### config.mk
export PLATFORM = sky130hd
export DESIGN_NAME = stable_sort_by_length_desc
export DESIGN_NICKNAME = d
export VERILOG_FILES = /design/src/rtl/sbl_pkg.sv /design/src/rtl/sbl_ram.sv /design/src/rtl/stable_sort_by_length_desc.sv
export SDC_FILE = /design/constraint.sdc
export NUM_CORES = 1
export LEC_CHECK = 0
export BUFFER_PORTS_ARGS = -buffer_cell sky130_fd_sc_hd__buf_2
export CAP_MARGIN = 20
export CORE_ASPECT_RATIO = 0.5
export CORE_UTILIZATION = 50
export CTS_BUF_LIST = sky130_fd_sc_hd__clkbuf_16
export DETAILED_ROUTE_END_ITERATION = 10
export GPL_TIMING_DRIVEN = 0
export PLACE_DENSITY_LB_ADDON = 0.25
export REMOVE_ABC_BUFFERS = 1
export SLEW_MARGIN = 0
export SYNTH_ARGS = -nofsm -noshare
export SYNTH_HDL_FRONTEND = slang
export SYNTH_HIERARCHICAL = 1
export SYNTH_SLANG_ARGS = --single-unit
### constraint.sdc
create_clock -name clock -period 8.3 [get_ports clock]
set_clock_uncertainty 0.2 [all_clocks]
set_input_delay 1.245 -clock clock [delete_from_list [all_inputs] [get_ports clock]]
set_output_delay 1.245 -clock clock [all_outputs]
set_load 0.02 [all_outputs]
### src/rtl/sbl_pkg.sv
// Package for the stable descending length sorter.
// Holds the request and response payload types and the fixed field widths.
// No dependencies.
package sbl_pkg;

   localparam int KEY_W   = 8;
   localparam int INDEX_W = 6;

   typedef struct packed {
      logic [KEY_W-1:0] entry_length;
      logic             final_entry;
   } req_type;

   typedef struct packed {
      logic [INDEX_W-1:0] entry_index;
      logic [KEY_W-1:0]   key_length;
      logic               run_end;
   } rsp_type;

endpackage

### src/rtl/sbl_ram.sv
// Generic single-clock RAM with one write port and one registered read port.
// Depth and width are parameters; no dependencies.
module sbl_ram #(
   parameter int WIDTH = 8,
   parameter int DEPTH = 64
) (
   input  logic                     clock,
   input  logic                     wr_en,
   input  logic [$clog2(DEPTH)-1:0] wr_addr,
   input  logic [WIDTH-1:0]         wr_data,
   input  logic                     rd_en,
   input  logic [$clog2(DEPTH)-1:0] rd_addr,
   output logic [WIDTH-1:0]         rd_data
);

   logic [WIDTH-1:0] mem [DEPTH];

   always_ff @(posedge clock) begin
      if (wr_en) begin
         mem[wr_addr] <= wr_data;
      end
      if (rd_en) begin
         rd_data <= mem[rd_addr];
      end
   end

endmodule

### src/rtl/stable_sort_by_length_desc.sv
// In the load state one request is taken per cycle; the request flagged final starts the sorted run.
// A run over N stored entries gives N responses; each costs one scan of the length
// RAM (N reads) followed by the emit state, which waits while the response is stalled.
// Requests stall from the final request until the last response of the run is issued.
// Reset clears the entry count and the control state; the length RAM is not cleared,
// as only entries written since the last run are read.
module stable_sort_by_length_desc #(
   parameter int MAX_ENTRIES    = 64,
   parameter int MAX_KEY_LENGTH = 255
) (
   input  logic            clock,
   input  logic            reset,
   input  logic            req_valid,
   output logic            req_stall,
   input  sbl_pkg::req_type req_data,
   output logic            rsp_valid,
   input  logic            rsp_stall,
   output sbl_pkg::rsp_type rsp_data
);
   import sbl_pkg::*;

   localparam int IDX_W = $clog2(MAX_ENTRIES);
   localparam int CNT_W = $clog2(MAX_ENTRIES + 1);

   localparam logic [1:0] ST_LOAD = 2'd0;
   localparam logic [1:0] ST_SCAN = 2'd1;
   localparam logic [1:0] ST_EMIT = 2'd2;

   logic [1:0]       state_ff,      state_in;
   logic [CNT_W-1:0] cnt_ff,        cnt_in;
   logic [CNT_W-1:0] total_ff,      total_in;
   logic [CNT_W-1:0] rank_ff,       rank_in;
   logic [CNT_W-1:0] issue_ff,      issue_in;
   logic             rd_valid_ff,   rd_valid_in;
   logic [IDX_W-1:0] rd_pos_ff,     rd_pos_in;
   logic             best_valid_ff, best_valid_in;
   logic [KEY_W-1:0] best_key_ff,   best_key_in;
   logic [IDX_W-1:0] best_pos_ff,   best_pos_in;
   logic [KEY_W-1:0] prev_key_ff,   prev_key_in;
   logic [IDX_W-1:0] prev_pos_ff,   prev_pos_in;
   logic             rsp_valid_ff,  rsp_valid_in;
   rsp_type          rsp_data_ff,   rsp_data_in;

   logic             req_fire;
   logic             wr_en;
   logic [KEY_W-1:0] sat_key;
   logic             rd_en;
   logic [KEY_W-1:0] rd_key;
   logic             rsp_free;
   logic             last_rank;
   logic             qualifies;
   logic             better;

   sbl_ram #(
      .WIDTH (KEY_W),
      .DEPTH (MAX_ENTRIES)
   ) u_length_ram (
      .clock   (clock),
      .wr_en   (wr_en),
      .wr_addr (cnt_ff[IDX_W-1:0]),
      .wr_data (sat_key),
      .rd_en   (rd_en),
      .rd_addr (issue_ff[IDX_W-1:0]),
      .rd_data (rd_key)
   );

   assign req_stall = (state_ff != ST_LOAD);
   assign req_fire  = req_valid && !req_stall;
   assign sat_key   = (req_data.entry_length > KEY_W'(MAX_KEY_LENGTH)) ?
                      KEY_W'(MAX_KEY_LENGTH) : req_data.entry_length;
   assign wr_en     = req_fire && (cnt_ff < CNT_W'(MAX_ENTRIES));
   assign rd_en     = (state_ff == ST_SCAN) && (issue_ff < total_ff);
   assign rsp_free  = !rsp_valid_ff || !rsp_stall;
   assign last_rank = ((rank_ff + CNT_W'(1)) == total_ff);

   // Entries come out ordered by key descending, then position ascending. An entry is
   // still due if it sorts after the one last sent; the earliest largest wins the scan.
   assign qualifies = (rank_ff == '0) || (rd_key < prev_key_ff) ||
                      ((rd_key == prev_key_ff) && (rd_pos_ff > prev_pos_ff));
   assign better    = !best_valid_ff || (rd_key > best_key_ff);

   always_comb begin
      state_in      = state_ff;
      cnt_in        = cnt_ff;
      total_in      = total_ff;
      rank_in       = rank_ff;
      issue_in      = issue_ff;
      rd_valid_in   = rd_en;
      rd_pos_in     = issue_ff[IDX_W-1:0];
      best_valid_in = best_valid_ff;
      best_key_in   = best_key_ff;
      best_pos_in   = best_pos_ff;
      prev_key_in   = prev_key_ff;
      prev_pos_in   = prev_pos_ff;
      rsp_valid_in  = rsp_valid_ff && rsp_stall;
      rsp_data_in   = rsp_data_ff;

      unique case (state_ff)
         ST_LOAD: begin
            if (req_fire) begin
               if (wr_en) begin
                  cnt_in = cnt_ff + CNT_W'(1);
               end
               if (req_data.final_entry) begin
                  state_in      = ST_SCAN;
                  total_in      = wr_en ? (cnt_ff + CNT_W'(1)) : cnt_ff;
                  rank_in       = '0;
                  issue_in      = '0;
                  best_valid_in = 1'b0;
               end
            end
         end
         ST_SCAN: begin
            if (rd_en) begin
               issue_in = issue_ff + CNT_W'(1);
            end
            if (rd_valid_ff) begin
               if (qualifies && better) begin
                  best_valid_in = 1'b1;
                  best_key_in   = rd_key;
                  best_pos_in   = rd_pos_ff;
               end
               if (CNT_W'(rd_pos_ff) == (total_ff - CNT_W'(1))) begin
                  state_in = ST_EMIT;
               end
            end
         end
         ST_EMIT: begin
            if (rsp_free) begin
               rsp_valid_in             = 1'b1;
               rsp_data_in.entry_index  = INDEX_W'(best_pos_ff);
               rsp_data_in.key_length   = best_key_ff;
               rsp_data_in.run_end      = last_rank;
               prev_key_in              = best_key_ff;
               prev_pos_in              = best_pos_ff;
               rank_in                  = rank_ff + CNT_W'(1);
               issue_in                 = '0;
               best_valid_in            = 1'b0;
               if (last_rank) begin
                  state_in = ST_LOAD;
                  cnt_in   = '0;
               end else begin
                  state_in = ST_SCAN;
               end
            end
         end
         default: begin
            state_in = ST_LOAD;
         end
      endcase
   end

   always_ff @(posedge clock) begin
      if (reset) begin
         state_ff      <= ST_LOAD;
         cnt_ff        <= '0;
         total_ff      <= '0;
         rank_ff       <= '0;
         issue_ff      <= '0;
         rd_valid_ff   <= 1'b0;
         best_valid_ff <= 1'b0;
         rsp_valid_ff  <= 1'b0;
      end else begin
         state_ff      <= state_in;
         cnt_ff        <= cnt_in;
         total_ff      <= total_in;
         rank_ff       <= rank_in;
         issue_ff      <= issue_in;
         rd_valid_ff   <= rd_valid_in;
         best_valid_ff <= best_valid_in;
         rsp_valid_ff  <= rsp_valid_in;
      end
   end

   always_ff @(posedge clock) begin
      rd_pos_ff   <= rd_pos_in;
      best_key_ff <= best_key_in;
      best_pos_ff <= best_pos_in;
      prev_key_ff <= prev_key_in;
      prev_pos_ff <= prev_pos_in;
      rsp_data_ff <= rsp_data_in;
   end

   assign rsp_valid = rsp_valid_ff;
   assign rsp_data  = rsp_data_ff;

   // The entry count never runs past the size of the store.
   a_cnt_bound: assert property (@(posedge clock) disable iff (reset)
      cnt_ff <= CNT_W'(MAX_ENTRIES))
      else $error("entry count above store size");

   // Reads issued by a scan stay inside the loaded part of the store.
   a_read_bound: assert property (@(posedge clock) disable iff (reset)
      rd_valid_ff |-> (CNT_W'(rd_pos_ff) < total_ff))
      else $error("scan read beyond loaded entries");

   // While a run is under way, fewer responses have gone out than entries were loaded.
   a_rank_bound: assert property (@(posedge clock) disable iff (reset)
      (state_ff != ST_LOAD) |-> (rank_ff < total_ff))
      else $error("response rank beyond run length");

   // Every scan finds an entry still due before a response is sent.
   a_best_found: assert property (@(posedge clock) disable iff (reset)
      (state_ff == ST_EMIT) |-> best_valid_ff)
      else $error("no entry selected at emission");

   // The last response of a run marks run_end and leaves the count cleared.
   a_run_end: assert property (@(posedge clock) disable iff (reset)
      (state_ff == ST_EMIT && rsp_free && last_rank) |=>
         (rsp_valid_ff && rsp_data_ff.run_end && cnt_ff == '0 && state_ff == ST_LOAD))
      else $error("run did not close cleanly");

endmodule

==> run summary <==
* status: completed
* Worst Hold Margin: 0.2219 ns
* area of placed instances: 24,610 sq um
* combined area of all synthesized cells: 23,800 sq um
* detailed-route DRC error count: 0
* Slowest cell on crit path: nor2_1
* Startpoint Class: primary input
* hold crit path type: flip-flop to flip-flop
* PD cells: 221.7 nW/um^2
* highest net fanout along the worst path: 11
* number of instances on the worst hold path: 0
* overall die area: 48,520 sq um
* fraction of synthesis flops using an asynchronous set or reset pin: 0
* I/O Pins: 30
* depth of the most critical reg-to-reg path: 7
* worst vdd ir: 0.0001458 V
* number of flops mapped to enable cells by yosys: 549
* most common cell type on the critical path: nor2_1
* effective utilization at floorplan: 0.5076
* combinational power share: 0.040
* Tcrit/Tclk final: 0.4913
* total internal power: 4.661 mW
* setup repair after global routing missed its margin: no
* CTS Buf Count: 51
* CTS clock-pin slew for the worst setup and hold paths: 0.06 ns
* final period demand of the worst path: 4.078 ns
* layout cells sized above 1: 0.2004
* global-route total usage across every layer: 0.2091
* floorplan die height: 156.3 um
* clock power share: 0.403
* worst slew pin tran: 1.016 ns
* wire length per cell: 24.87 um
* vias after detailed routing: 12,060
* Worst R2R Setup Slack: 4.32 ns
* FF-to-FF Start: issue_ff[0]
* Worst Hold Launch: best_pos_ff[5]
* wire length of the first global-routing pass: 75.08 mm
* weighted congestion at the end of routability-driven global placement: 0.8283
* total half-perimeter wirelength after legalization and detailed placement: 30.50 mm
* iteration count of the initial detailed-routing pass: 5
* gate count of the mapped netlist: 1,299
* delay of the slowest critical-path stage: 0.91 ns
* worst setup path category: primary input to flip-flop
* met1 usage: 0.2780
* final routed wirelength across all metal layers: 50.29 mm
* hold path endpoint: rsp_data[14]
* number of failing hold endpoints at the final stage: 0
* vias in the first global route: 12,180
* sw frac: 0.2049
* number of sinks handled by clock tree synthesis: 588
* Final nets: 1,387
* Sw Pwr: 1.201 mW
* buffer depth of the longest clock path: 3
* total congestion overflow: 0
* number of setup violations in the final report: 0
* number of flip-flops and latches in the synthesized netlist: 588
* Detailed Route Iter0 Violations: 1,200
* Gates resized, CTS repair: 0
* static power due to leakage: 8.207 nW
* register share of total power: 0.557
* final slew viol count: 0
* maximum operating frequency: 245.2 MHz
* # H-tree levels: 2
* share of synthesized area occupied by flip-flops and latches: 0.7256
* port bufs: 29
* CTS tree: done
* pin count of the biggest net entering global routing: 65
* met3 usage in global routing: 0.04877
* max-capacitance violation count: 0
* Syn-to-layout area delta: 11.14%
* critical path endpoint category: flip-flop
* detailed-route vias per instance: 5.964
* Hold-fix buffers, CTS: 0
* global-route met2 utilization: 0.3474
* root buffer selected by CTS: clkbuf_16
* total power: 5.862 mW
* warnings from Yosys: 6
* latest clock arrival within the worst-skew pair: 0.58 ns
* # Post-CTS Setup Buffers: 0
* required time of the critical path: 8.30 ns
* antenna violations before repair: 3
* DRT antenna net count: 0
* most used flip-flop cell after synthesis: edfxtp_1
* arrival time of data at the critical path endpoint: 4.08 ns
* Final Instance Area: 26,450 sq um
* Worst R2R End: u_length_ram/rd_data[4]
* area of the core: 46,880 sq um
* synthesized area divided by synthesized cell count: 18.32 sq um
* utilization after layout: 0.5642
* routing layer with the top usage in global route: met2
* die width: 310.5 um
* row cnt: 56
* critical path cell sequence: buf_2 -> nand2_1 -> nor2_1 -> nor2b_1 -> nand3_1 -> nor2_1
* worst relative slew slack: 0.3137
* count of cell types in the netlist: 62
[registers in the layout (all words and copies together) (netlist names)]
signal	count
state_ff	2
rd_valid_ff	1
cnt_ff	7
best_pos_ff	6
rd_pos_ff	6
u_length_ram/mem	512
u_length_ram/rd_data	8
best_valid_ff	1
rank_ff	7
rsp_valid	1
issue_ff	7
rsp_data	15
total_ff	7
best_key_ff	8
[power groups by stage]
stage / combinational, mW / sequential [mW] / clock, mW
3_5_place_dp: 0.225 / 3.34 / 0
5_1_grt: 0.253 / 3.27 / 2.50
3_3_place_gp: 0.215 / 3.35 / 0
2_1_floorplan: 0.131 / 3.34 / 0
4_1_cts: 0.227 / 3.27 / 2.40
6_report: 0.234 / 3.27 / 2.36
[how the worst max path moves through the flow]
stage | cells past startpoint | from | end | slack (ns)
global route | 7 | issue_ff[0] | u_length_ram/rd_data[4] | 4.10
floorplan | 5 | issue_ff[0] | u_length_ram/rd_data[4] | 1.01
finish | 6 | req_valid | u_length_ram/mem[6][4] | 4.22
CTS | 8 | issue_ff[0] | u_length_ram/rd_data[2] | 4.31
detailed placement | 6 | req_valid | u_length_ram/mem[6][1] | 3.78
global placement | 4 | issue_ff[0] | u_length_ram/rd_data[5] | -2.16
[Yosys cell counts, drive strengths merged (5+ instances only)]
cell       n  area, sq um
o22ai      8        50.05
mux2      13        146.4
nor2b     17        106.4
nand3b     6        45.04
a2111oi    5        62.56
o21ai     23        118.9
xor2      15        131.4
inv       40        150.1
mux4     126         2838
ha        33        412.9
nand2b    19        121.4
dfxtp     39        780.8
a21oi     21        108.9
a21o       5        37.54
edfxtp   549        16490
a221oi     6        52.55
mux2i     24        240.2
nor3      15        75.07
xnor2     15        131.4
clkbuf    24        91.33
nor2     114        427.9
nand2     40        150.1
nand4     10        62.56
nand3     24        125.1
buf       35        257.7
o221ai     8        70.07
a211oi    15        125.1
[layer usage]
layer  vias up  wire length [um]
met5         -                 0
met4         0              1183
met3        78              3733
met2       464             24430
met1      6230             20940
li1       5287                 -
[kinds of logic (layout without fill, tap and decap cells)]
family | count (synthesis) | after routing | share of synthesized area
mux | 163 | 163 | 0.1355
flops | 588 | 588 | 0.7256
simple gates | 262 | 262 | 0.05163
xor+xnor | 30 | 30 | 0.01104
other cells | 0 | 2 | 0
compound gates | 124 | 124 | 0.03786
buf+inv | 99 | 182 | 0.02098
fa+ha+maj | 33 | 33 | 0.01735
[area by class of cell]
cell class / instances / area [sq um]
antenna: 2 / 5.005
fill: 3462 / 20430
inverter: 40 / 150.1
sequential: 588 / 17280
timing repair buffer: 48 / 514.2
multi-input combinational: 612 / 6035
tap: 638 / 798.3
clock buffer: 55 / 1376
clock inverter: 39 / 286.5
[cell usage in the layout, fill, tap and decap left out, types with 5 or more instances in the layout]
master,n
edfxtp_1,549
mux4_2,126
nor2_1,114
clkbuf_16,55
inv_1,50
nand2_1,40
dfxtp_1,34
ha_1,33
buf_2,29
mux2i_1,24
nand3_1,23
a21oi_1,20
o21ai_0,19
nand2b_1,18
nor2b_1,17
xor2_1,15
xnor2_1,15
nor3_1,14
a211oi_1,14
mux2_2,13
nand4_1,10
buf_12,10
clkinv_1,9
clkinv_2,9
o221ai_1,8
o22ai_1,8
nand3b_1,6
a221oi_1,6
a21o_1,5
clkinvlp_4,5
buf_16,5
[worst max-delay path: cells and delay by family]
kind	cells	cell delay, ns
AND/OR/NAND/NOR	5	2.71
buffers and inverters	1	0.11
[metrics by stage]
stage	std cells	TNS, ns	setup slack [ns]
global route	2020	0	4.103
CTS	2011	0	4.307
floorplan	1240	0	1.005
finish	2022	0	4.222
global placement	1907	-27.07	-2.156
detailed placement	1917	0	3.781
Power figures use the tool's default switching activity.
